## src/hdl/tit_pkg.sv

```systemverilog
// Shared constants for the target intercept tracker.
// Used by target_intercept_tracker, tit_div and tit_sqrt; no dependencies.
`default_nettype none
package tit_pkg;

	localparam int HIST_DEPTH = 10;
	localparam int HIST_IDX_W = $clog2(HIST_DEPTH);
	localparam int HIST_CNT_W = $clog2(HIST_DEPTH + 1);

	localparam int COORD_W = 11;
	localparam int DIFF_W  = 12;
	localparam int VEL_W   = 13;
	localparam int SUM_W   = VEL_W + HIST_CNT_W;
	localparam int AVG_W   = 21;
	localparam int AIM_W   = 16;

	localparam int SPEED_W   = 6;
	localparam int TOL_W     = 4;
	localparam int CFG_IDX_W = 1;
	localparam logic [SPEED_W-1:0]   SPEED_RST = 6'd10;
	localparam logic [TOL_W-1:0]     TOL_RST   = 4'd2;
	localparam logic [CFG_IDX_W-1:0] REG_SPEED = 1'b0;
	localparam logic [CFG_IDX_W-1:0] REG_TOL   = 1'b1;

	// shared serial units
	localparam int DIV_NW = 52;
	localparam int DIV_DW = 44;
	localparam int SQ_W   = 52;
	localparam int SQ_RW  = SQ_W / 2;
	localparam int MUL_W  = 33;

endpackage
`default_nettype wire

```

## src/hdl/tit_sqrt.sv

```systemverilog
// Bit-pair integer square root, floor result, one root bit per cycle.
// Depends on tit_pkg for radicand and root widths.
`default_nettype none
module tit_sqrt
	import tit_pkg::*;
(
	input  wire              clk,
	input  wire              arst_n,
	input  wire              start,
	input  wire [SQ_W-1:0]   rad,
	output logic             done,
	output logic [SQ_RW-1:0] root
);

	localparam int CNT_W = $clog2(SQ_RW + 1);

	logic [CNT_W-1:0] cnt_q;
	logic             done_q;
	logic [SQ_W-1:0]  rad_q;
	logic [SQ_RW:0]   rem_q;
	logic [SQ_RW-1:0] root_q;
	logic [SQ_RW+2:0] cand;
	logic [SQ_RW+2:0] trial;

	assign cand  = {rem_q, rad_q[SQ_W-1:SQ_W-2]};
	assign trial = (SQ_RW+3)'({root_q, 2'b01});

	always_ff @(posedge clk or negedge arst_n) begin
		if (!arst_n) begin
			cnt_q  <= '0;
			done_q <= 1'b0;
		end else if (start) begin
			cnt_q  <= CNT_W'(SQ_RW);
			done_q <= 1'b0;
		end else if (cnt_q != '0) begin
			cnt_q  <= cnt_q - 1'b1;
			done_q <= (cnt_q == CNT_W'(1));
		end else begin
			done_q <= 1'b0;
		end
	end

	always_ff @(posedge clk) begin
		if (start) begin
			rad_q  <= rad;
			rem_q  <= '0;
			root_q <= '0;
		end else if (cnt_q != '0) begin
			rad_q <= {rad_q[SQ_W-3:0], 2'b00};
			if (cand >= trial) begin
				rem_q  <= (SQ_RW+1)'(cand - trial);
				root_q <= {root_q[SQ_RW-2:0], 1'b1};
			end else begin
				rem_q  <= cand[SQ_RW:0];
				root_q <= {root_q[SQ_RW-2:0], 1'b0};
			end
		end
	end

	assign done = done_q;
	assign root = root_q;

endmodule
`default_nettype wire

```

## config.mk

```make
export PLATFORM = sky130hd
export DESIGN_NAME = tit_sqrt
export DESIGN_NICKNAME = d
export VERILOG_FILES = /design/src/hdl/tit_pkg.sv /design/src/hdl/tit_sqrt.sv
export SDC_FILE = /design/constraint.sdc
export NUM_CORES = 1
export LEC_CHECK = 0
export BUFFER_PORTS_ARGS = -buffer_cell sky130_fd_sc_hd__buf_2
export CORE_AREA = 2 2 136 138
export DETAILED_ROUTE_END_ITERATION = 8
export DIE_AREA = 0 0 138 140
export PLACE_DENSITY = 0.61
export SLEW_MARGIN = 20
export SYNTH_ARGS = -nofsm -noshare
export SYNTH_HDL_FRONTEND = slang
export SYNTH_SLANG_ARGS = --single-unit
```

## constraint.sdc

```tcl
create_clock -name clk -period 2.65 [get_ports clk]
set_clock_uncertainty 0.2 [all_clocks]
set_input_delay 0.1325 -clock clk [delete_from_list [all_inputs] [get_ports clk]]
set_output_delay 0.1325 -clock clk [all_outputs]
set_load 0.01 [all_outputs]
```

## After elaboration in Yosys (flattened, before gate mapping)

Cells that the tools add are included.

| storage, ports and cells | value |
|---|---|
| register bits after elaboration | 111 |
| word-level logic and storage cells | 19 |
| bits of input ports | 55 |
| output and inout bits | 27 |

| cells by class | value |
|---|---|
| reduce and logical (&&, ||, !) cells | 2 |
| mux-type cells | 8 |
| equality and inequality tests | 1 |
| $lt $le $gt $ge | 1 |
| $add $sub $neg | 2 |

Operator list:

| cell | number |
|---|---|
| $mux 52 | 2 |
| $ge 29x28->1 | 1 |
| $mux 27 | 1 |
| $sub 27x27->27 | 1 |
| $mux 5 | 2 |
| $eq 5x1->1 const B | 1 |
| $reduce_bool 5->1 | 1 |
| $sub 5x1->5 const B | 1 |
| $mux 1 | 3 |
| $reduce_bool 2->1 | 1 |

## Depth between registers and ports, before layout

| logic depth | value |
|---|---|
| depth after elaboration | 3 |
| depth in mapped cells | 12 |
| depth with buffers taken out | 10 |

## Least setup slack after synthesis

Ideal clock, no wire load.

| timing | value |
|---|---|
| path kind | register -> register |
| start point | register root_q[5] (netlist: root[5]) |
| end point | register rem_q[23] |
| data arrival time | 2608 ps |
| required time | 2304 ps |
| stages on the path, launching flop included | 11 |
| setup time | 146 ps |
| path slack | -304 ps |
| path buffers | 0 |
| path through | dfxtp_1 inv_1 ha_1 and4_4 and3_4 a41o_1 or4_4 nand2_1 mux2_2 o21ai_1 a311oi_2 |

| on the way | value |
|---|---|
| word-level cells in the longest chain between the ends | 2 |

Ends and longest elaborated chain:

| item | RTL line | text |
|---|---|---|
| start, declared | tit_sqrt.sv:21 | `logic [SQ_RW-1:0] root_q;` |
| start signal, assigned | tit_sqrt.sv:52 | `root_q <= {root_q[SQ_RW-2:0], 1'b1};` |
| start signal, assigned | tit_sqrt.sv:55 | `root_q <= {root_q[SQ_RW-2:0], 1'b0};` |
| $sub 27x27->27 or $ge 29x28->1 (tied branches) | tit_sqrt.sv:51, tit_sqrt.sv:50 |  |
| $mux 27 * | tit_sqrt.sv:50 | `if (cand >= trial) begin` |
| end signal, assigned | tit_sqrt.sv:51 | `rem_q <= (SQ_RW+1)'(cand - trial);` |
| end signal, assigned | tit_sqrt.sv:54 | `rem_q <= cand[SQ_RW:0];` |
| end, declared | tit_sqrt.sv:20 | `logic [SQ_RW:0] rem_q;` |

Every way passes the cells marked *; elsewhere a longest branch is shown, timed or not.
A chain may end at the register's enable or synchronous reset.

## Final worst setup path

Same ends and word-level chain as after synthesis.

==> impl_metrics.env <==
export IMPL_final_common_cell="buf_4"
export IMPL_outcome="finished with violations"
export IMPL_irDropWorstVdd_mv=0.655
export IMPL_numCtsBuffers=9
export IMPL_fp_dieW_um=138
export IMPL_grt_use_met2_pct=28.8
export IMPL_via_per_inst=4.93
export IMPL_setup_violations_final=26
export IMPL_synth_xor_area_share_pct=2.99
export IMPL_antenna_cells=0
export IMPL_num_rows=49
export IMPL_critPathCaptureType="flop"
export IMPL_fin_crit_ns=2.80
export IMPL_clk_latency_ns=0.37
export IMPL_synthFlopType="dfxtp_1"
export IMPL_crit_type="flop to flop"
export IMPL_fmax_ghz=0.357
export IMPL_die_h_um=140
export IMPL_reg2reg_to="rem_q[23]"
export IMPL_finalCritPeriodShare_pct=106
export IMPL_first_global_vias=5354
export IMPL_htreeDepth=3
export IMPL_areaGrowthSynthToFinish_pct=46.0
export IMPL_fin_ws_ns=-0.155
export IMPL_synthSimpleGateAreaFrac_pct=13.1
export IMPL_clockRootBuffer="clkbuf_16"
export IMPL_grt_pass1_wl_mm=26.3
export IMPL_leakagePower_uw=0.00382
export IMPL_seqCellArea_sq_um=2800
export IMPL_antenna_found_initial=0
export IMPL_grt_overflow=0
export IMPL_vias=5339
export IMPL_detail_route_antenna_nets=0
export IMPL_dp_cells=991
export IMPL_startpoint_type="flop"
export IMPL_synth_compound_area_share_pct=15.1
export IMPL_finalSetupTns_ns=-1.68
export IMPL_gp_congestion=0.865
export IMPL_synth_avg_cell_area_sq_um=10.0
export IMPL_final_cell_mix="buf_4 (113), buf_2 (80), nand2_1 (66)"
export IMPL_synth_warnings=0
export IMPL_fin_cells=1083
export IMPL_cp_arrival_ns=2.85
export IMPL_maxSlewViolCount=0
export IMPL_track_usage_pct=16.5
export IMPL_hold_depth=2
export IMPL_power_density_nw_per_um2=1040
export IMPL_maxSlewHeadroom_pct=57.0
export IMPL_tritoncts="built"
export IMPL_rsz0062_at_grt="true"
export IMPL_netlist_area_sq_um=6150
export IMPL_r2r_slack_ns=-0.15
export IMPL_synth_seq_cells=111
export IMPL_grt_util_met3_pct=3.83
export IMPL_wire_per_inst_um=14.9
export IMPL_io_pins=82
export IMPL_io_buffer_count=81
export IMPL_hold_path_end="root[3]"
export IMPL_hold_slack_ns=0.0724
export IMPL_synthAdderAreaFrac_pct=6.31
export IMPL_synth_mux_area_share_pct=12.4
export IMPL_cap_violations=0
export IMPL_nFillCells=1649
export IMPL_start_util_pct=34.6
export IMPL_grtUsageMet1_pct=21.0
export IMPL_place_ws_ns=-0.222
export IMPL_syn_inst=615
export IMPL_grt_busiest_layer="met2"
export IMPL_design_die_area_sq_um=19300
export IMPL_violations="negative setup slack"
export IMPL_hold_viol=0
export IMPL_synth_edff_count=52
export IMPL_r2r_start="root[5]"
export IMPL_grt_start_max_net_pins=53
export IMPL_tightestPinTransition_ns=0.636
export IMPL_yosysUniqueCellTypes=63
export IMPL_core_area_sq_um=17800
export IMPL_hp_start="start"
export IMPL_multi_input_area_sq_um=3450
export IMPL_cts_clk_slew_worst_paths_ns=0.08
export IMPL_drtIter0Drc=292
export IMPL_cts_sinks=111
export IMPL_synthArstFlopShare_pct=5.41
export IMPL_critical_path_max_fanout=3
export IMPL_fin_nets=935
export IMPL_p_total_uw=9340
export IMPL_r2r_cells=11
export IMPL_drtPass1Iterations=6
export IMPL_drt_total_wl_mm=16.2
export IMPL_seq_area_frac_synth_pct=45.1
export IMPL_hp_class="primary input to flop"
export IMPL_cts_buffer_depth=2
export IMPL_crit_required_ns=2.70
export IMPL_synth_top_family_by_area="compound AO/OA/AOI/OAI gates"
export IMPL_dpl_hpwl_mm=10.2
export IMPL_drive_above_1_share_pct=42.0
export IMPL_drc=0
export IMPL_syn_nets=701
[power by group]
group | internal [uW] | total, uW | leakage (uW) | switching (uW)
clock | 684 | 1440 | 0.000150 | 752
combinational | 3100 | 5650 | 0.00261 | 2550
sequential | 2070 | 2250 | 0.00107 | 180
total | 5860 | 9340 | 0.00382 | 3490
[through the flow]
| step | utilization [%] | cell area (sq um) |
|---|---|---|
| floorplan | - | 6330 |
| global placement | 43.0 | 7650 |
| detailed placement | 43.0 | 7650 |
| CTS | 48.9 | 8700 |
| global route | 50.5 | 8980 |
| finish | 50.5 | 8980 |
[synthesized netlist by cell type (3+ instances only)]
library cell  instances  share of area [%]
mux2i_1              19                3.1
xor2_1                5               0.71
mux2_2               51                9.3
o31ai_1               4               0.49
a21oi_1              53                4.3
o211ai_1              3               0.37
ha_1                 31                6.3
edfxtp_1             52                 25
nor4_1                4               0.41
nand3_1               8               0.65
inv_1                37                2.3
o21ai_0               9               0.73
nand3b_1              3               0.37
a21o_1                9                1.1
nand4_1               3               0.31
clkbuf_1             23                1.4
xnor2_1              16                2.3
a211o_1               4               0.57
nor2_1               42                2.6
buf_2                 4               0.33
nor3_1               12               0.98
nand2_1              69                4.2
and3_1                3               0.31
dfxtp_1              53                 17
o21a_1                4               0.49
nand2b_1              4               0.41
and2_1                6               0.61
a211oi_1             23                2.8
o21ai_1               3               0.24
buf_1                 6               0.37
o21bai_1              4               0.49
dfrtp_1               6                2.4
[registers in the layout, summed over array words and instances (netlist names)]
register and cells:
root 26, done 1, cnt_q 5, rad_q 52, rem_q 27
[critical path, stage by stage, from the launching register on]
cell and delay (ns):
dfxtp_4 0.35, inv_2 0.04, ha_4 0.23, and4_4 0.19, and3_4 0.15, a41o_1 0.24, or4_4 0.51, buf_4 0.16
nand2_2 0.09, mux2_4 0.31, o21ai_2 0.12, a311oi_2 0.10
[logic make-up (layout without fill, tap and decap cells)]
group / Yosys count / after routing
DFF: 111 / 111
muxes: 70 / 70
AOI/OAI and AO/OA: 138 / 138
adders and majority gates: 31 / 31
buffers and inverters: 73 / 312
xor gates and xnor gates: 21 / 21
and+or+nand+nor: 171 / 171
[layout make-up]
| class | instances | area share [%] |
|---|---|---|
| Timing Repair Buffer | 259 | 22.0 |
| Clock buffer | 9 | 2.51 |
| Inverter | 37 | 1.55 |
| Multi-Input combinational cell | 431 | 38.5 |
| Sequential cell | 111 | 31.2 |
| Tap cell | 229 | 3.19 |
| Clock inverter | 7 | 1.00 |
[how the worst max path moves through the flow]
stage	from	endpoint	slack, ns	cells after the start
global route	root[5]	rem_q[23]	-0.22	11
global placement	root[5]	rem_q[19]	-0.20	11
finish	root[5]	rem_q[23]	-0.15	11
CTS	root[6]	rem_q[23]	-0.19	11
floorplan	root[10]	rem_q[23]	-0.09	10
detailed placement	rem_q[5]	rem_q[12]	-0.22	10
[routing by layer]
layer	wire, um	share of wire [%]
met1	7270	45
met2	7930	49
met3	805	5.0
met4	144	0.89
met5	0	0
[repair_timing]
item                       4_1_cts  5_1_grt
hold endpoints to repair        58        0
setup buffers                    7       13
setup endpoints to repair       28       28
hold buffers                    54        0
pin swaps                       17       23
gates cloned                     2        1
resized for setup               25       39
(Power assumes the default switching activity.)
