$ cat src/hdl/tit_pkg.sv
// Shared constants for the target intercept tracker.
// Used by target_intercept_tracker, tit_div and tit_sqrt; no dependencies.
`default_nettype none
package tit_pkg;

	localparam int HIST_DEPTH = 10;
	localparam int HIST_IDX_W = $clog2(HIST_DEPTH);
	localparam int HIST_CNT_W = $clog2(HIST_DEPTH + 1);

	localparam int COORD_W = 11;
	localparam int DIFF_W  = 12;
	localparam int VEL_W   = 13;
	localparam int SUM_W   = VEL_W + HIST_CNT_W;
	localparam int AVG_W   = 21;
	localparam int AIM_W   = 16;

	localparam int SPEED_W   = 6;
	localparam int TOL_W     = 4;
	localparam int CFG_IDX_W = 1;
	localparam logic [SPEED_W-1:0]   SPEED_RST = 6'd10;
	localparam logic [TOL_W-1:0]     TOL_RST   = 4'd2;
	localparam logic [CFG_IDX_W-1:0] REG_SPEED = 1'b0;
	localparam logic [CFG_IDX_W-1:0] REG_TOL   = 1'b1;

	// shared serial units
	localparam int DIV_NW = 52;
	localparam int DIV_DW = 44;
	localparam int SQ_W   = 52;
	localparam int SQ_RW  = SQ_W / 2;
	localparam int MUL_W  = 33;

endpackage
`default_nettype wire

$ cat src/hdl/tit_div.sv
// Restoring unsigned divider, one quotient bit per cycle.
// Depends on tit_pkg for operand widths.
`default_nettype none
module tit_div
	import tit_pkg::*;
(
	input  wire               clk,
	input  wire               arst_n,
	input  wire               start,
	input  wire [DIV_NW-1:0]  num,
	input  wire [DIV_DW-1:0]  den,
	output logic              done,
	output logic [DIV_NW-1:0] quot
);

	localparam int CNT_W = $clog2(DIV_NW + 1);

	logic [CNT_W-1:0]  cnt_q;
	logic              done_q;
	logic [DIV_DW-1:0] rem_q;
	logic [DIV_NW-1:0] quo_q;
	logic [DIV_DW-1:0] den_q;
	logic [DIV_DW:0]   trial;
	logic              fits;

	assign trial = {rem_q, quo_q[DIV_NW-1]};
	assign fits  = trial >= {1'b0, den_q};

	always_ff @(posedge clk or negedge arst_n) begin
		if (!arst_n) begin
			cnt_q  <= '0;
			done_q <= 1'b0;
		end else if (start) begin
			cnt_q  <= CNT_W'(DIV_NW);
			done_q <= 1'b0;
		end else if (cnt_q != '0) begin
			cnt_q  <= cnt_q - 1'b1;
			done_q <= (cnt_q == CNT_W'(1));
		end else begin
			done_q <= 1'b0;
		end
	end

	always_ff @(posedge clk) begin
		if (start) begin
			rem_q <= '0;
			quo_q <= num;
			den_q <= den;
		end else if (cnt_q != '0) begin
			if (fits) begin
				rem_q <= DIV_DW'(trial - {1'b0, den_q});
				quo_q <= {quo_q[DIV_NW-2:0], 1'b1};
			end else begin
				rem_q <= trial[DIV_DW-1:0];
				quo_q <= {quo_q[DIV_NW-2:0], 1'b0};
			end
		end
	end

	assign done = done_q;
	assign quot = quo_q;

endmodule
`default_nettype wire

$ cat config.mk
export PLATFORM = sky130hd
export DESIGN_NAME = tit_div
export DESIGN_NICKNAME = d
export VERILOG_FILES = /design/src/hdl/tit_pkg.sv /design/src/hdl/tit_div.sv
export SDC_FILE = /design/constraint.sdc
export NUM_CORES = 1
export LEC_CHECK = 0
export BUFFER_PORTS_ARGS = -buffer_cell sky130_fd_sc_hd__buf_2
export CORE_MARGIN = 5
export CORE_UTILIZATION = 57
export CTS_CLUSTER_DIAMETER = 60
export CTS_CLUSTER_SIZE = 10
export DETAILED_ROUTE_END_ITERATION = 8
export PLACE_DENSITY = 0.88
export SYNTH_ARGS = -nofsm -noshare
export SYNTH_HDL_FRONTEND = slang
export SYNTH_SLANG_ARGS = --single-unit
$ cat constraint.sdc
create_clock -name clk -period 3.6 [get_ports clk]
set_input_delay 0.72 -clock clk [delete_from_list [all_inputs] [get_ports clk]]
set_output_delay 0.72 -clock clk [all_outputs]
set_load 0.005 [all_outputs]
; Yosys cells after proc, flatten, opt, wreduce, memory -nomap -nowiden
; Index checks and enable logic that the tools add are counted.
[op_classes]
add_sub_neg = 2
n_eq_ne = 1
n_reduce_logical = 2
n_lt_le_gt_ge = 1
mux = 8
[ops]
columns = op, n
row1 = 52-bit 2-to-1 mux, 2
row2 = 45-bit by 44-bit >= comparator with 1-bit output, 1
row3 = 44-bit 2-to-1 mux, 1
row4 = 44-bit subtractor, 1
row5 = 6-bit 2-to-1 mux, 2
row6 = "6-bit by 1-bit equality test with 1-bit output, second input constant", 1
row7 = 6-bit nonzero test, 1
row8 = "6-bit by 1-bit subtractor with 6-bit output, second input constant", 1
row9 = 1-bit 2-to-1 mux, 3
row10 = 2-bit nonzero test, 1
[totals]
output_inout_bits = 53
in_bits = 99
register_bits = 147

; Depth between registers and ports, before layout
; Gate-level depths: netlist (run 1).
[logic_depth]
word_depth = 4
ltp_mapped = 13

; Worst setup path before layout (run 1)
; OpenSTA, ideal clock, no wires.
[synth_timing]
path_type = reg-to-reg
startpoint = register cnt_q[2]
endpoint = register quo_q[0], in the netlist quot[0] (enable)
path_buffers = 2
period_less_slack_ns = 3.127
setup_slack_ns = 0.473
arrival_ns = 2.515
path_stages_with_launch = 6
cell_sequence = dfrtp_1 nor4_1 and2_1 clkbuf_1 buf_2 nand2_1
[synth_between]
elab_chain_len = 2
[synth_rtl]
columns = element, line_no
row1 = from (decl), tit_div.sv:18  ; logic [CNT_W-1:0] cnt_q;
row2 = from (signal assigned), tit_div.sv:34  ; cnt_q <= CNT_W'(DIV_NW);
row3 = from (signal assigned), tit_div.sv:37  ; cnt_q <= cnt_q - 1'b1;
row4 = 6-bit nonzero test, tit_div.sv:49  ; end else if (cnt_q != '0) begin
row5 = 2-bit nonzero test (no source line), -
row6 = to (signal assigned), tit_div.sv:47  ; quo_q <= num;
row7 = to (signal assigned), tit_div.sv:52  ; quo_q <= {quo_q[DIV_NW-2:0], 1'b1};
row8 = to (signal assigned), tit_div.sv:55  ; quo_q <= {quo_q[DIV_NW-2:0], 1'b0};
row9 = to (decl), tit_div.sv:21  ; logic [DIV_NW-1:0] quo_q;
; Every way passes these cells.
; A chain may end at the register's enable or synchronous reset.

; Worst setup path after layout (run 1)
[layout_timing]
startpoint = register den_q[16]
endpoint = register rem_q[38]
[layout_between]
elab_chain_len = 2
elab_cells_between_ends = 3
cone_classes = add/sub (1) / order compare (1) / mux (1)
[layout_rtl]
columns = element, line_no
row1 = from (decl), tit_div.sv:22  ; logic [DIV_DW-1:0] den_q;
row2 = from (signal assigned), tit_div.sv:48  ; den_q <= den;
row3 = 44-bit subtractor or 45-bit by 44-bit >= comparator with 1-bit output (tied branches), "tit_div.sv:51, tit_div.sv:27"
row4 = 44-bit 2-to-1 mux *, tit_div.sv:50  ; if (fits) begin
row5 = to (signal assigned), tit_div.sv:51  ; rem_q <= DIV_DW'(trial - {1'b0, den_q});
row6 = to (signal assigned), tit_div.sv:54  ; rem_q <= trial[DIV_DW-1:0];
row7 = to (decl), tit_div.sv:20  ; logic [DIV_DW-1:0] rem_q;
; Mark *: on every way between the ends. The rest lies on a longest branch, timed or not.

==> reports/metrics.cfg, run 1 <==
[worst_setup_path]
cpPeakStageDelay_ns = 0.46
path_class = reg -> reg
r2r_cells = 11
reg2reg_to = rem_q[38]
crit_end = rem_q[38]
r2r_slack_ns = 0.63
critPathLaunchType = flip-flop
cp-end-kind = flip-flop
required_ns = 3.93
cp.arrival_ns = 3.30
worst-path-max-fanout = 15
slowest_stage = ha_1
crit_chain = inv_1 > ha_1 > nand3_2 > nor4_1 > a22o_2 > a21oi_2 > a21oi_4 > a21o_1 > buf_4 > nand2_1 > o32ai_1
timing.rr.start = den_q[16]
startpoint = den_q[16]

[timing]
fin_skew_ns = 0.0119
fmax_mhz = 337
setup_viol = 0
period_minus_slack_ns = 2.97
hold_viol = 0
final_max_slew_viol_count = 0
finalCritPeriodShare = 0.825
fin_ws_ns = 0.630
setup_tns_ns = 0
rsz0062_at_grt = no
max_slew.worst_pin.slew_ns = 0.793
maxSlewHeadroom = 0.471
whs_ns = 0.102

[synth]
yosysMostFrequentCell = edfxtp_1
synth_seq_area_share = 0.447
syn_area_per_cell_sq_um = 9.87
muxShareOfSynthArea = 0.0801
synthSimpleGateAreaFrac = 0.141
synth-adder-area-share = 0.0676
syn_nets = 1038
synthCells = 892
yosysUniqueCellTypes = 75
synth_edf_count = 96
ys_async_sr_fraction = 0.0476
yosys_warnings = 0
synth_top_family_by_area = compound AO/OA/AOI/OAI gates
synth_top_cell_area_share = 0.327
syn_area_sq_mm = 0.00881
synthTopCellsByCount = 96 x edfxtp_1, 88 x nand2_1, 72 x nor2_1, 63 x inv_1, 62 x a21oi_1
synth_top_cell_by_area = edfxtp_1
ys_seq_elements = 147
synth_compound_area_frac = 0.175
synth.area.top_cells = edfxtp_1 33%, dfxtp_1 10%, mux2_2 6.6%
ys.flop_type = edfxtp_1
synth_xor_area_frac = 0.0328

[layout]
drive_gt1_frac = 0.256
finalNonFillerCells = 1231
nets = 1176
area_growth_pct = 16.1
nFillCells = 1156
diodes = 0

[clock_network]
cts_resized = 0
clkTransAtPathRegs_ns = 0.07
tritoncts.num_buffers = 17
root_buffer = clkbuf_16
post-cts-setup-buffer-count = 0
insertion_delay_ns = 0.43
clockBufferDepth = 2
ctsHoldBuffers = 0
cts.sinks = 147
cts_tree = built
cts_max_level = 4

[place]
place_inst = 1199
port_buffers = 151
place_congestion = 0.956
hpwl_um = 16000
place_ws_ns = 0.679

[route]
dr.pass1.iters = 5
drt_iter0_markers = 610
vias_per_cell = 6.01
vias = 7403
routed_wl_um = 21900
drc = 0
routedWlPerCell_um = 17.8
ant_nets = 0

[floorplan]
die_area_sq_mm = 0.0180
die_h_um = 134
die_w_um = 134
rows = 45
core_area_sq_mm = 0.0152
start_util = 0.579
io_pins = 152

[pwr]
p_total_mw = 5.93
worst_ir_drop_vdd_mv = 0.412
cellPowerDensity_mw_per_mm2 = 580
p_leak_nw = 4.44

[grt]
grt_usage = 0.242
overflow = 0
grt_pass1_wl_um = 35200
grt_pass1_vias = 7272
grt_max_degree = 138
antenna_found_initial = 1

[status]
status = complete, no violations

[hold_path]
hold_class = in -> async

[flow_run]
cap_viol_max_count = 0

layout by cell type, fill, tap and decap left out, types with 17 or more instances in the layout:
| cell type | n |
|---|---|
| a211oi_1 | 19 |
| a21oi_1 | 62 |
| a311oi_1 | 19 |
| buf_2 | 150 |
| clkbuf_16 | 17 |
| dfxtp_1 | 44 |
| edfxtp_1 | 96 |
| ha_1 | 46 |
| inv_1 | 63 |
| mux2_2 | 52 |
| nand2_1 | 86 |
| nand3_1 | 20 |
| nor2_1 | 72 |
| nor3_1 | 18 |
| o21ai_0 | 43 |
| xnor2_1 | 22 |
report_power, final:
group | internal [mW] | switching (mW)
registers | 2.04 | 0.155
clock network | 0.937 | 0.787
logic | 0.827 | 1.18
total | 3.81 | 2.13
cell families after synthesis:
group / count (synthesis)
AO/OA/AOI/OAI: 229
multiplexers: 64
AND/OR/NAND/NOR: 265
buffers and inverters: 107
flip-flops: 147
adder cells (fa/ha/maj): 47
XOR/XNOR: 33
registers in the layout (all words and copies together), names as in the netlist:
name   flops
quot      52
rem_q     44
den_q     44
done       1
cnt_q      6
area by class of cell:
cell class | instances | area, sq um | area share
Multi-Input combinational cell | 638 | 4370 | 0.428
Sequential cell | 147 | 3940 | 0.385
Timing Repair Buffer | 162 | 853 | 0.0835
Clock buffer | 18 | 439 | 0.0430
Inverter | 64 | 240 | 0.0235
Tap cell | 188 | 235 | 0.0230
Clock inverter | 14 | 143 | 0.0140
layer usage:
| layer | vias to the layer above | routed length [um] | GRT usage |
|---|---|---|---|
| li1 | 3578 | - | - |
| met1 | 3499 | 9070 | 0.295 |
| met2 | 288 | 10700 | 0.412 |
| met3 | 36 | 1780 | 0.0791 |
| met4 | 2 | 357 | 0.0667 |
| met5 | - | 13 | 0 |
worst min-delay path by stage:
stage / start / endpoint / slack (ns) / cells past startpoint
global route: arst_n / done / 0.1 / 1
CTS: arst_n / cnt_q[1] / 0.10 / 1
global placement: rem_q[18] / rem_q[18] / 0.48 / 2
floorplan: arst_n / cnt_q[0] / 0.42 / 0
detailed placement: rem_q[11] / rem_q[12] / 0.49 / 2
finish: arst_n / done / 0.10 / 1
stage by stage:
step,instance area [sq um],utilization
2_1_floorplan,8810,-
5_1_grt,10200,0.673
4_1_cts,10200,0.673
3_3_place_gp,9640,0.634
6_report,10200,0.673
3_5_place_dp,9640,0.634
worst max-delay path: cells and delay by family, from the launching register on:
kind                     cells  cell delay [ns]
AO/OA/AOI/OAI                5             1.03
AND/OR/NAND/NOR              3             0.78
buffers and inverters        2             0.27
adder cells (fa/ha/maj)      1             0.46
flip-flops                   1             0.33
No activity file was read; power rests on OpenSTA's default activity.
==> run 2: changes to the inputs <==
ABC_AREA = 1   (was default)
CORE_UTILIZATION = 58   (was 57)
clock period = 2.9 ns   (was 3.6 ns; I/O delays follow)
==> run 2 against run 1 <==
Final area rose by 11%. Die area rose by 8.8%. Via count rose by 26%.
==> reports/metrics.cfg, run 2 <==
[worst_setup_path]
cp-end-kind = flip-flop
timing.rr.start = den_q[24]
cp.arrival_ns = 2.96  ; -0.34 ns
r2r_cells = 14  ; +3
r2r_slack_ns = 0.27  ; -0.36 ns
startpoint = den_q[24]
reg2reg_to = rem_q[41]
path_class = reg -> reg
worst-path-max-fanout = 45  ; +30
critPathLaunchType = flip-flop
required_ns = 3.23  ; -0.70 ns

[clock_network]
root_buffer = clkbuf_16
cts_resized = 0  ; unchanged
cts.sinks = 147  ; unchanged
post-cts-setup-buffer-count = 0  ; unchanged
tritoncts.num_buffers = 17  ; unchanged
clockBufferDepth = 2  ; unchanged
cts_tree = built
insertion_delay_ns = 0.44  ; about the same
cts_max_level = 4  ; unchanged
clkTransAtPathRegs_ns = 0.07  ; about the same

[route]
drc = 0  ; unchanged
dr.pass1.iters = 5  ; unchanged
drt_iter0_markers = 763  ; +25%
vias_per_cell = 5.24  ; -13%
ant_nets = 0  ; unchanged
routed_wl_um = 28000  ; +28%
routedWlPerCell_um = 15.7  ; -11%
vias = 9342  ; +26%

[pwr]
pwr-share-seq = 0.279  ; -0.092
p_leak_nw = 6.11  ; +38%
worst_ir_drop_vdd_mv = 0.536  ; +30%
combPwrFrac = 0.492  ; +0.153
p_clk_frac = 0.229  ; -0.062
swShare = 0.436  ; +0.0783
cellPowerDensity_mw_per_mm2 = 922  ; +59%
switchingPower_mw = 4.58  ; +120%
p_total_mw = 10.5  ; +77%
p_int_mw = 5.92  ; +55%

[layout]
utilization = 0.687  ; +0.0142
largest_register_ffs = 52  ; unchanged
nets = 1695  ; +44%
layout_commonest_cell = nand2_1
nFillCells = 1433  ; +24%
layout_common_cells = 556 x nand2_1, 225 x inv_1, 150 x buf_2, 126 x nand3_1, 96 x edfxtp_1
diodes = 0  ; unchanged
register_area_sq_mm = 0.00394  ; unchanged
multi_input_comb_area_sq_mm = 0.00477  ; +9.0%
area_growth_pct = 16.0  ; about the same
drive_gt1_frac = 0.152  ; -0.104

[hold_path]
holdPathEnd = den_q[21]
hold_class = in -> reg
worstHoldStart = den[21]
holdPathStages = 1

[floorplan]
start_util = 0.592  ; +0.0125
die_h_um = 140  ; +4.3%
die_w_um = 140  ; +4.3%
io_pins = 152  ; unchanged
die_area_sq_mm = 0.0196  ; +8.8%
core_area_sq_mm = 0.0166  ; +9.1%
rows = 47  ; +4.4%

[grt]
overflow = 0  ; unchanged
grt_usage = 0.290  ; +0.0485
grt_pass1_vias = 9375  ; +29%
grt_pass1_wl_um = 45700  ; +30%
grt_max_degree = 56  ; -59%
antenna_found_initial = 0  ; -1

[timing]
setup_tns_ns = 0  ; unchanged
hold_viol = 0  ; unchanged
maxSlewHeadroom = 0.451  ; -0.0199
fmax_mhz = 380  ; +13%
fin_skew_ns = 0.0160  ; +0.00417 ns
setup_viol = 0  ; unchanged
rsz0062_at_grt = no
max_slew.worst_pin.slew_ns = 0.822  ; +0.0286 ns
final_max_slew_viol_count = 0  ; unchanged
period_minus_slack_ns = 2.63  ; -0.339 ns
finalCritPeriodShare = 0.907  ; +0.0823

[synth]
synth_edf_count = 96  ; unchanged
synth_top_cell_area_share = 0.294  ; -0.0336
ys_seq_elements = 147  ; unchanged
synth.area.top_cells = edfxtp_1 29%, nand2_1 21%, dfxtp_1 9.0%
syn_area_sq_mm = 0.00981  ; +11%
ys.flop_type = edfxtp_1
yosysUniqueCellTypes = 40  ; -47%
syn_nets = 1548  ; +49%
ys_async_sr_fraction = 0.0476  ; unchanged
synth_top_cell_by_area = edfxtp_1
yosysMostFrequentCell = nand2_1
yosys_warnings = 0  ; unchanged
syn_area_per_cell_sq_um = 7.00  ; -29%
synthCells = 1402  ; +57%
synthTopCellsByCount = 556 x nand2_1, 226 x inv_1, 126 x nand3_1, 96 x edfxtp_1, 74 x nor2_1
synth_seq_area_share = 0.401  ; -0.0459

[place]
port_buffers = 151  ; unchanged
place_congestion = 1.04  ; +9.1%
hpwl_um = 21200  ; +33%

[flow_run]
cap_viol_max_count = 0  ; unchanged

[status]
status = complete, no violations

-- run 2: cell types whose count changed after synthesis, moves of 25 or more --
cell     delta
inv_1     +163
nand3_1   +106
mux2_2     -52
o21ai_0    -33
nand2_1   +468
a21oi_1    -25
-- run 2: cell type report --
cell class                      instances  share of cell area
Multi-Input combinational cell        980               0.418
Sequential cell                       147               0.346
Inverter                              242              0.0798
Timing Repair Buffer                  161              0.0756
Tap cell                              220              0.0242
Clock inverter                         15              0.0188
Clock buffer                           17              0.0374
-- run 2: worst max-delay path by stage --
stage	depth (start not counted)	slack, ns	end
floorplan	8	0.46	quot[0]
global placement	16	0.41	rem_q[38]
detailed placement	14	0.35	rem_q[41]
CTS	16	0.33	rem_q[41]
global route	16	0.06	rem_q[43]
finish	14	0.27	rem_q[41]
-- run 2: logic make-up after synthesis --
kind of cell / share of synthesized area
buffers and inverters: 0.113
xor gates and xnor gates: 0.0241
and+or+nand+nor: 0.354
AOI/OAI and AO/OA: 0.0467
adders and majority gates: 0.0607
DFF: 0.401
-- run 2: timing repair --
action | 4_1_cts | 5_1_grt
endpoints found under the hold margin | 7 | 0
endpoints found under the setup margin | 0 | 0
hold buffers | 1 | 0
-- run 2: worst max-delay path: stages, from the launching register on --
cell,delay [ns]
edfxtp_1,0.33
inv_1,0.04
ha_1,0.35
a21oi_1,0.29
nand2_1,0.15
nand2_1,0.08
nand2_1,0.09
a21oi_1,0.20
nand2_2,0.10
nand2_4,0.41
nand3_1,0.15
nand2_1,0.10
clkinv_1,0.07
nand2_1,0.06
nand2_1,0.04
-- run 2: power groups by stage --
stage	clock, mW	sequential, mW	combinational (mW)
final	2.41	2.93	5.16
after global routing	2.53	2.96	5.83
after CTS	2.43	2.92	5.11
after detailed placement	0	2.95	5.04
after global placement	0	2.93	4.94
after floorplan	0	2.89	3.94
-- run 2: per-layer routing --
| layer | track usage | share of wire | vias to the layer above | wire length (um) |
|---|---|---|---|---|
| li1 | - | - | 4672 | - |
| met1 | 0.356 | 0.40 | 4229 | 11400 |
| met2 | 0.497 | 0.48 | 383 | 13400 |
| met3 | 0.0815 | 0.090 | 58 | 2520 |
| met4 | 0.0933 | 0.028 | 0 | 789 |
| met5 | 0 | 0 | - | 0 |
-- run 2: per-stage QoR --
stage	instance area (sq um)	hold slack [ns]	setup slack (ns)	instances
finish	11400	0.317	0.269	1782
global route	11400	0.303	0.0619	1782
CTS	11400	0.310	0.327	1782
detailed placement	10700	0.425	0.353	1749
global placement	10700	0.423	0.406	1749
floorplan	9820	0.284	0.464	1402
==> run 3: changes to the inputs <==
CORE_UTILIZATION = 60   (was 58)
CTS_BUF_LIST = sky130_fd_sc_hd__clkbuf_2   (was default)
PLACE_DENSITY = 0.91   (was 0.88)
==> run 3 against run 2 <==
The run now ends with design-rule violations left. Die area is 3.1% lower. Cell count increased by 3.3%. Sequential cell count unchanged. Sequential power about the same. Routed wire length grew 10%. Power is 9.6% lower. First-iteration DRC count is 30% higher. Sequential share of layout area fell by 0.68 points. Via count is 5.6% higher.
==> reports/metrics.cfg, run 3 (same netlist as run 2, synthesis figures left out) <==
[worst_setup_path]
cp.depth = 13  ; -1
required_ns = 3.56  ; +0.33 ns
slowest_stage = edfxtp_1
cp-end-kind = flip-flop
crit_chain = inv_1 > ha_1 > nand2_1 > nand2_1 > a21oi_1 > nand2_1 > a21oi_1 > nand2_2 > nand2_4 > buf_12 > nand3_1 > nand3_1 > o21ai_1
r2r_cells = 13  ; -1
path_delay_family = simple AND/OR/NAND/NOR gates
crit_buf_inv = 2  ; unchanged
cp.arrival_ns = 3.32  ; +0.36 ns
cp_common_cell = nand2_1
worst-path-max-fanout = 23  ; -49%
path_class = reg -> reg
cpPeakStageDelay_ns = 0.48  ; +0.07 ns
critPathLaunchType = flip-flop

[timing]
fin_skew_ns = 0.0516  ; +0.0356 ns
final_max_slew_viol_count = 0  ; unchanged
fmax_mhz = 377  ; -0.87%
hold_viol = 0  ; unchanged
setup_tns_ns = 0  ; unchanged
maxSlewHeadroom = 0.433  ; -0.0183
rsz0062_at_grt = no
period_minus_slack_ns = 2.65  ; +0.0232 ns
max_slew.worst_pin.slew_ns = 0.850  ; +0.0287 ns
setup_viol = 0  ; unchanged
finalCritPeriodShare = 0.915  ; +0.00799

[floorplan]
rows = 46  ; -2.1%
die_w_um = 138  ; -1.6%
io_pins = 152  ; unchanged
die_area_sq_mm = 0.0190  ; -3.1%
start_util = 0.616  ; +0.0238
core_area_sq_mm = 0.0159  ; -3.9%
die_h_um = 138  ; -1.6%

[grt]
grt_max_degree = 99  ; +77%
antenna_found_initial = 1  ; +1
grt_pass1_wl_um = 46500  ; +1.7%
grt_usage = 0.316  ; +0.0261
grt_pass1_vias = 9557  ; +1.9%
overflow = 0  ; unchanged

[clock_network]
cts_max_level = 4  ; unchanged
clockBufferDepth = 2  ; unchanged
clkTransAtPathRegs_ns = 0.28  ; +0.21 ns
insertion_delay_ns = 0.80  ; +0.36 ns
cts_resized = 0  ; unchanged
tritoncts.num_buffers = 17  ; unchanged
cts_tree = built
root_buffer = clkbuf_2
cts.sinks = 147  ; unchanged

[route]
vias = 9864  ; +5.6%
dr.pass1.iters = 9  ; +4
routedWlPerCell_um = 16.8  ; +6.9%
drc = 1  ; +1
drt_iter0_markers = 989  ; +30%
vias_per_cell = 5.36  ; +2.3%
routed_wl_um = 31000  ; +10%
ant_nets = 0  ; unchanged

[place]
hpwl_um = 22100  ; +4.1%
place_congestion = 1.02  ; -1.8%
port_buffers = 151  ; unchanged

[layout]
layout_common_cells = 556 x nand2_1, 225 x inv_1, 150 x buf_2, 126 x nand3_1, 96 x edfxtp_1
largest_register_ffs = 52  ; unchanged
nets = 1756  ; +3.6%
area_growth_pct = 18.4
layout_commonest_cell = nand2_1
drive_gt1_frac = 0.147  ; -0.00447

[pwr]
p_total_mw = 9.49  ; -9.6%
p_clk_frac = 0.133  ; -0.096
combPwrFrac = 0.558  ; +0.066
worst_ir_drop_vdd_mv = 0.530  ; -1.2%
p_int_mw = 4.93  ; -17%
swShare = 0.480  ; +0.0435
cellPowerDensity_mw_per_mm2 = 817  ; -11%
switchingPower_mw = 4.55  ; -0.63%
pwr-share-seq = 0.308  ; +0.029
p_leak_nw = 6.20  ; +1.5%

[hold_path]
holdPathStages = 3  ; +2
hold_class = in -> reg

[flow_run]
cap_viol_max_count = 0  ; unchanged

[status]
violations = design-rule violations
status = finished, violations left

run 3: final timing paths:
path / start / to / slack, ns
setup / recovery: den_q[18] / rem_q[16] / 0.25
hold / removal: num[8] / quot[8] / 0.04
setup reg to reg: den_q[18] / rem_q[16] / 0.25
hold reg to reg: rem_q[32] / rem_q[32] / 0.49
max in group asynchronous: arst_n / cnt_q[4] / 2.58
min in group asynchronous: arst_n / cnt_q[5] / 0.17
run 3: power by group through the flow:
stage               sequential, mW  combinational, mW  clock (mW)
finish                        2.93               5.30        1.26
detailed placement            2.95               5.11           0
global route                  2.96               5.91        1.36
floorplan                     2.89               3.94           0
CTS                           2.91               5.19        1.26
global placement              2.93               5.00           0
run 3: through the flow:
| step | utilization | instances | area [sq um] | hold slack (ns) | worst slack (ns) |
|---|---|---|---|---|---|
| after floorplan | - | 1402 | 9820 | 0.284 | 0.464 |
| after global placement | 0.675 | 1748 | 10800 | 0.418 | 0.458 |
| after detailed placement | 0.675 | 1748 | 10800 | 0.420 | 0.383 |
| after CTS | 0.718 | 1823 | 11500 | 0.0110 | 0.334 |
| after global routing | 0.729 | 1840 | 11600 | -0.00910 | 0.0945 |
| final | 0.729 | 1840 | 11600 | 0.0441 | 0.246 |
run 3: worst register-to-register path, delay by kind of cell, from the launching register on:
family / cells / cell delay (ns)
buffers and inverters: 2 / 0.29
adder cells (fa/ha/maj): 1 / 0.27
AND/OR/NAND/NOR: 7 / 0.94
AO/OA/AOI/OAI: 3 / 0.56
flip-flops: 1 / 0.48
run 3: per-layer routing:
metal	global-route usage	part of all wire
met1	0.403	0.40
met2	0.531	0.48
met3	0.0675	0.090
met4	0.117	0.034
met5	0	0
run 3: area by class of cell:
class / instances / area (sq um)
Antenna cell: 1 / 2.50
Clock buffer: 17 / 85.1
Clock inverter: 15 / 169
Fill cell: 1310 / 4330
Inverter: 242 / 908
Multi-Input combinational cell: 980 / 4770
Sequential cell: 147 / 3940
Tap cell: 216 / 270
Timing Repair Buffer: 222 / 1480
run 3: repair_timing:
action,in CTS,in global routing
setup buffers,0,0
endpoints found under the hold margin,49,16
hold buffers,43,16
